===== src/swhc_pkg.sv =====
// Types and constants shared by the sliding window hit counter modules.
package swhc_pkg;

    localparam int TS_W      = 32;
    localparam int WIN_W     = 10;
    localparam int CNT_W     = 16;
    localparam int HIT_W     = 25;
    localparam int TDATA_W   = 32;
    localparam int BUCKETS_DEFAULT = 512;

    localparam logic [WIN_W-1:0] WINDOW_RESET = 10'd300;
    localparam logic [CNT_W-1:0] COUNT_MAX    = 16'hFFFF;

    // Input kinds carried on s_tuser
    localparam logic CMD_HIT   = 1'b0;
    localparam logic CMD_QUERY = 1'b1;

    // One bucket of the ring
    typedef struct packed {
        logic             valid;
        logic [TS_W-1:0]  second;
        logic [CNT_W-1:0] count;
    } bucket_t;

    // Control from the sequencer to the window accumulator
    typedef struct packed {
        logic clear;
        logic en;
    } acc_ctl_t;

endpackage


===== src/swhc_window_acc.sv =====
// Shared window test and saturating adder, one bucket per cycle.
module swhc_window_acc #(
    parameter int BUCKETS = swhc_pkg::BUCKETS_DEFAULT
) (
    input  logic                           aclk,
    input  swhc_pkg::acc_ctl_t             ctl,
    input  swhc_pkg::bucket_t              entry,
    input  logic [swhc_pkg::TS_W-1:0]      ts,
    input  logic [$clog2(BUCKETS+1)-1:0]   span,
    output logic [swhc_pkg::HIT_W-1:0]     hit_count
);
    import swhc_pkg::*;

    logic [HIT_W-1:0] acc_reg, acc_next;
    logic [TS_W:0]    age;
    logic             in_window;
    logic [HIT_W:0]   sum;

    // Age of the bucket; the borrow bit marks a second after the query
    always_comb begin
        age       = {1'b0, ts} - {1'b0, entry.second};
        in_window = entry.valid && !age[TS_W] && (age[TS_W-1:0] < TS_W'(span));
        sum       = {1'b0, acc_reg} + (HIT_W+1)'(entry.count);
        acc_next  = acc_reg;
        if (ctl.clear) begin
            acc_next = '0;
        end else if (ctl.en && in_window) begin
            acc_next = sum[HIT_W] ? '1 : sum[HIT_W-1:0];
        end
    end

    always_ff @(posedge aclk) begin
        acc_reg <= acc_next;
    end

    assign hit_count = acc_reg;

endmodule


===== config.mk =====
export PLATFORM = sky130hd
export DESIGN_NAME = swhc_window_acc
export DESIGN_NICKNAME = d
export VERILOG_FILES = /design/src/swhc_pkg.sv /design/src/swhc_window_acc.sv
export SDC_FILE = /design/constraint.sdc
export NUM_CORES = 1
export LEC_CHECK = 0
export ABC_AREA = 1
export ABC_CLOCK_PERIOD_IN_PS = 3420
export BUFFER_PORTS_ARGS = -buffer_cell sky130_fd_sc_hd__buf_4
export CAP_MARGIN = 15
export CORE_MARGIN = 1.5
export CORE_UTILIZATION = 53
export CTS_CLUSTER_DIAMETER = 200
export CTS_CLUSTER_SIZE = 24
export DETAILED_ROUTE_END_ITERATION = 10
export PLACE_DENSITY = 0.76
export SYNTH_ARGS = -nofsm -noshare
export SYNTH_HDL_FRONTEND = slang
export SYNTH_SLANG_ARGS = --single-unit

===== constraint.sdc =====
create_clock -name aclk -period 3.42 [get_ports aclk]
set_input_delay 0.171 -clock aclk [delete_from_list [all_inputs] [get_ports aclk]]
set_output_delay 0.171 -clock aclk [all_outputs]
set_load 0.03 [all_outputs]

-- Word level (Yosys, flattened, before mapping)
Cells that the tools add are included.
- reductions and logical operators: 4
- $add $sub $neg: 2
- multiplexer cells: 1
- $lt $le $gt $ge: 1
- operators with widths (cell ; count):
    32-bit by 32-bit subtractor with 33-bit output ; 1
    32-bit by 10-bit < comparator with 1-bit output ; 1
    25-bit by 16-bit adder with 26-bit output ; 1
    25-bit 2-to-1 mux ; 1
    1-bit logical AND ; 3
    1-bit logical NOT ; 1
- register bits after elaboration: 25

-- Depth between registers and ports, before layout
- depth in word-level cells: 5
- depth in mapped cells: 23

-- Worst setup path after synthesis
Ideal clock, no wire load.
- path type: input-to-reg
- from: in ts[0] (netlist bit)
- to: reg acc_reg[4], in the netlist hit_count[4]
- setup slack: 0.715 ns
- arrival: 2.588 ns
- data required time: 3.303 ns
- stages on the path: 21
- buffers on the path: 1
- cells stage by stage: inv_1 ha_1 fa_1 inv_1 nand3_1 nand3_1 nand2_1 nand2_1 xor2_1 ha_1 a211oi_1 nand2_1 nor2_1 nand3_1 nor2_1 nand2_1 nor2_2 nand3_2 buf_6 nor3_1 nor2_1
- word-level cells in the longest chain between the ends: 5
- elaborated cells between the ends (all ways): 6
- classes of those cells: add/sub (1); order compare (1); reduce/logical (4)
- RTL lines (what ; line ; RTL):
    from (decl) ; swhc_window_acc.sv:8 ; input logic [swhc_pkg::TS_W-1:0] ts,
    32-bit by 32-bit subtractor with 33-bit output (*) ; swhc_window_acc.sv:21 ; age = {1'b0, ts} - {1'b0, entry.second};
    parallel branches: the longest is 2 deep, another holds 32-bit by 10-bit < comparator with 1-bit output ; -- ;
    1-bit logical AND (*) ; swhc_window_acc.sv:22 ; in_window = entry.valid && !age[TS_W] && (age[TS_W-1:0] < TS_W'(span));
    1-bit logical AND (*) ; swhc_window_acc.sv:27 ; end else if (ctl.en && in_window) begin
    to (signal assigned) ; swhc_window_acc.sv:33 ; acc_reg <= acc_next;
    to (decl) ; swhc_window_acc.sv:14 ; logic [HIT_W-1:0] acc_reg, acc_next;
Every way passes the cells marked *.
A chain may end at the register's enable or synchronous reset.

-- Worst setup path in the final report
- from: reg acc_reg[0], in the netlist hit_count[0]
- to: reg acc_reg[20], in the netlist hit_count[20]
- word-level cells in the longest chain between the ends: 2
- RTL lines (what ; line ; RTL):
    25-bit by 16-bit adder with 26-bit output ; swhc_window_acc.sv:23 ; sum = {1'b0, acc_reg} + (HIT_W+1)'(entry.count);
    25-bit 2-to-1 mux ; swhc_window_acc.sv:28 ; acc_next = sum[HIT_W] ? '1 : sum[HIT_W-1:0];
No other way between the ends.

==> impl_metrics.py <==
metrics = {
    "global_routing": {
        "grt_pass1_wl_um": 23700,
        "grt_max_degree": 31,
        "first_global_vias": 5341,
        "grt-ovfl-total": 0,
        "antenna_violations_before_repair": 0,
        "gr-usage-all-layers": 0.276,
    },
    "timing": {
        "clock_skew_ps": 9.63,
        "fin_crit_ps": 2860,
        "report.final.setup_viol": 0,
        "max_slew_margin": 0.650,
        "max_slew.worst_pin.slew_ps": 520,
        "highest_attainable_clock_frequency_ghz": 0.350,
        "final_max_slew_viol_count": 0,
        "finalHoldViolCount": 0,
        "postLayoutSetupSlackWorst_ps": 561,
        "rsz0062_at_grt": "no",
        "fin_tns_setup_ps": 0,
        "post-route-period-util": 0.836,
    },
    "die": {
        "initial_utilization": 0.540,
        "die-area_sq_um": 10500,
        "coreArea_sq_um": 9680,
        "die_h_um": 102,
        "std_cell_rows": 36,
        "die_width_um": 102,
        "io-pin-count": 119,
    },
    "synthesis": {
        "post_synthesis_net_count": 1144,
        "post_synthesis_cell_area_sq_um": 5230,
        "syn_inst": 991,
        "seq_area_frac_synth": 0.0957,
        "synth_area_per_cell_sq_um": 5.28,
        "yosys_register_bits": 25,
        "yosys.cell_types.count": 37,
        "synthesis.yosys.warnings": 0,
    },
    "cells_and_area": {
        "layout.area.seq_sq_um": 500,
        "multi_input_comb_area_sq_um": 3880,
        "post_route_cells_drive_above_1_share": 0.137,
        "final_design_instance_area_without_fill_sq_um": 6290,
        "synthToLayoutAreaGrowth_pct": 20.2,
        "final.fill_count": 1019,
        "final_net_count": 1260,
        "diodes": 0,
        "largest_register_ffs": 25,
    },
    "placement": {
        "place.detailed.hpwl_um": 12200,
        "placement.io_buffers": 118,
        "detailed_place.area_sq_um": 6240,
        "place_ws_ps": 317,
        "place_congestion": 0.955,
    },
    "min_path": {
        "min_delay_worst_endpoint": "hit_count[1]",
        "hp-start": "ctl[1]",
        "min_path_cells": 2,
        "worstHoldPathType": "input port to flop",
    },
    "cts": {
        "cts_inserted_buffers": 3,
        "hold_buffers": 0,
        "cts_setup_buffers": 0,
        "worst_skew_pair_latency_ps": 280,
        "post_cts_clock_slew_at_the_launch_and_capture_registers_of_the_worst_setup_and_hold_paths_ps": 110,
        "post_cts_resized": 0,
        "clock_sink_count": 25,
        "clk_path_buf_depth": 2,
        "cts_tree": "yes",
        "cts.htree.levels": 1,
        "ctsRootBufferMaster": "clkbuf_8",
    },
    "critical_path": {
        "flop_to_flop_setup_slack_ps": 560,
        "endpoint_of_the_worst_register_to_register_path": "hit_count[20]",
        "worst_endpoint_required_time_ps": 3640,
        "critical_path.endpoint_type": "flop",
        "critical_path_class": "flop to flop",
        "r2r_cells": 16,
        "critPathLaunchType": "flop",
        "worst_ep_arrival_time_ps": 3080,
        "r2r_start": "hit_count[0]",
        "critPathMaxFanout": 5,
    },
    "route": {
        "num_vias": 6173,
        "drt_wl_total_um": 14200,
        "drt-initial-drc-count": 364,
        "drt-wirelength-per-cell_um": 11.5,
        "routed_via_density": 4.98,
        "first_pass_iters": 4,
        "number_of_drc_violations_after_detailed_routing": 0,
        "detail-route-antenna-nets": 0,
    },
    "power_and_ir_drop": {
        "cellPowerDensity_nw_per_um2": 186,
        "power.ir.vdd_worst_uv": 184,
        "power_leakage_nw": 3.78,
    },
    "job": {
        "drv_cap": 0,
    },
    "run_status": {
        "run_status": "completed",
    },
}
layout by cell type, fill, tap and decap left out, drive strengths merged:
| cell | count |
|---|---|
| a21oi | 52 |
| xnor2 | 9 |
| or2 | 3 |
| and2 | 6 |
| a31oi | 1 |
| dfxtp | 25 |
| nand4 | 24 |
| nor2 | 91 |
| o211ai | 2 |
| inv | 207 |
| xor2 | 15 |
| o22ai | 1 |
| nand3b | 8 |
| clkinv | 2 |
| ha | 57 |
| o21a | 2 |
| nand2 | 368 |
| clkinvlp | 1 |
| a21o | 3 |
| buf | 121 |
| nand3 | 60 |
| a21boi | 1 |
| and3 | 1 |
| or4 | 1 |
| a211oi | 1 |
| nor3 | 22 |
| clkbuf | 3 |
| fa | 2 |
| o21ai | 10 |
| nor4 | 4 |
| o21bai | 3 |
layer usage:
metal | up-vias | GRT usage | routed length [um]
met3 | 14 | 0.0315 | 1120
met2 | 215 | 0.444 | 6080
met5 | - | 0 | 0
li1 | 3304 | - | -
met4 | 0 | 0.0379 | 138
met1 | 2640 | 0.403 | 6910
where the power goes:
group	leakage, nW	internal (W)	switching (W)
Clock	0.0217	0.0000830	0.000115
Sequential	0.201	0.000291	0.0000000000282
Combinational	3.56	0.000274	0.000404
Total	3.78	0.000648	0.000519
kinds of logic (layout without fill, tap and decap cells):
group,after synthesis,in the layout,share of synthesized area
AOI/OAI and AO/OA,76,76,0.0796
xor gates and xnor gates,24,24,0.0402
adders and majority gates,59,59,0.144
buffers and inverters,219,334,0.163
DFF,25,25,0.0957
and+or+nand+nor,588,588,0.478
through the flow:
step	power, W	util	hold slack (ps)	cells
2_1_floorplan	0.000769	-	379	991
3_3_place_gp	0.000965	0.644	451	1235
3_5_place_dp	0.000970	0.644	456	1235
4_1_cts	0.00117	0.649	143	1239
5_1_grt	0.00128	0.649	148	1239
6_report	0.00117	0.649	156	1239
worst max-delay path by stage:
stage | start | to | slack (ps) | cells past startpoint
4_1_cts | entry[16] | hit_count[7] | 610 | 21
3_3_place_gp | entry[16] | hit_count[11] | 360 | 21
5_1_grt | entry[16] | hit_count[7] | 270 | 21
2_1_floorplan | ts[0] | hit_count[4] | 720 | 21
6_report | hit_count[0] | hit_count[20] | 560 | 16
3_5_place_dp | entry[16] | hit_count[7] | 320 | 21
cells in the mapped netlist:
cell | instances | area (sq um)
clkbuf_1 | 5 | 18.8
and3_1 | 1 | 6.26
o21a_1 | 2 | 15.0
xor2_1 | 15 | 131
buf_6 | 3 | 33.8
a31oi_1 | 1 | 6.26
inv_1 | 206 | 773
buf_4 | 2 | 15.0
a21o_1 | 3 | 22.5
o22ai_1 | 1 | 6.26
a21oi_2 | 1 | 8.76
a21oi_1 | 51 | 255
xnor2_1 | 9 | 78.8
or4_1 | 1 | 7.51
o21bai_1 | 3 | 22.5
ha_1 | 57 | 713
dfxtp_1 | 25 | 500
or2_2 | 3 | 18.8
and2_1 | 5 | 31.3
a21boi_0 | 1 | 7.51
nand2_2 | 9 | 56.3
clkinv_1 | 2 | 7.51
a211oi_1 | 1 | 7.51
o21ai_0 | 10 | 50.1
o211ai_1 | 2 | 15.0
nor2_2 | 11 | 68.8
fa_1 | 2 | 40.0
nor3_1 | 22 | 110
nand3_1 | 58 | 290
nor4_1 | 4 | 25.0
and2_0 | 1 | 6.26
nand2_1 | 359 | 1350
nand3_2 | 2 | 20.0
nand3b_1 | 8 | 60.1
nor2_1 | 80 | 300
inv_2 | 1 | 3.75
nand4_1 | 24 | 150
final cells by class:
class | instances | share of cell area
Clock buffer | 3 | 0.00657
Clock inverter | 1 | 0.00119
Inverter | 209 | 0.125
Multi-Input combinational cell | 747 | 0.617
Sequential cell | 25 | 0.0796
Tap cell | 133 | 0.0265
Timing Repair Buffer | 121 | 0.144
worst max-delay path, cell delays in order (launching register included):
cell     delay (ps)
dfxtp_1         370
ha_1            230
inv_1            80
fa_1            410
o21ai_0         330
nand2_1          90
nand2_1          70
nand2_1          40
nand2_1         200
nand3_1         100
nand2_1         190
nand2_1         100
nand2_1         160
nand3_1         100
nand3_1          90
nand4_1         100
a21oi_1         140
(Power assumes the default switching activity.)
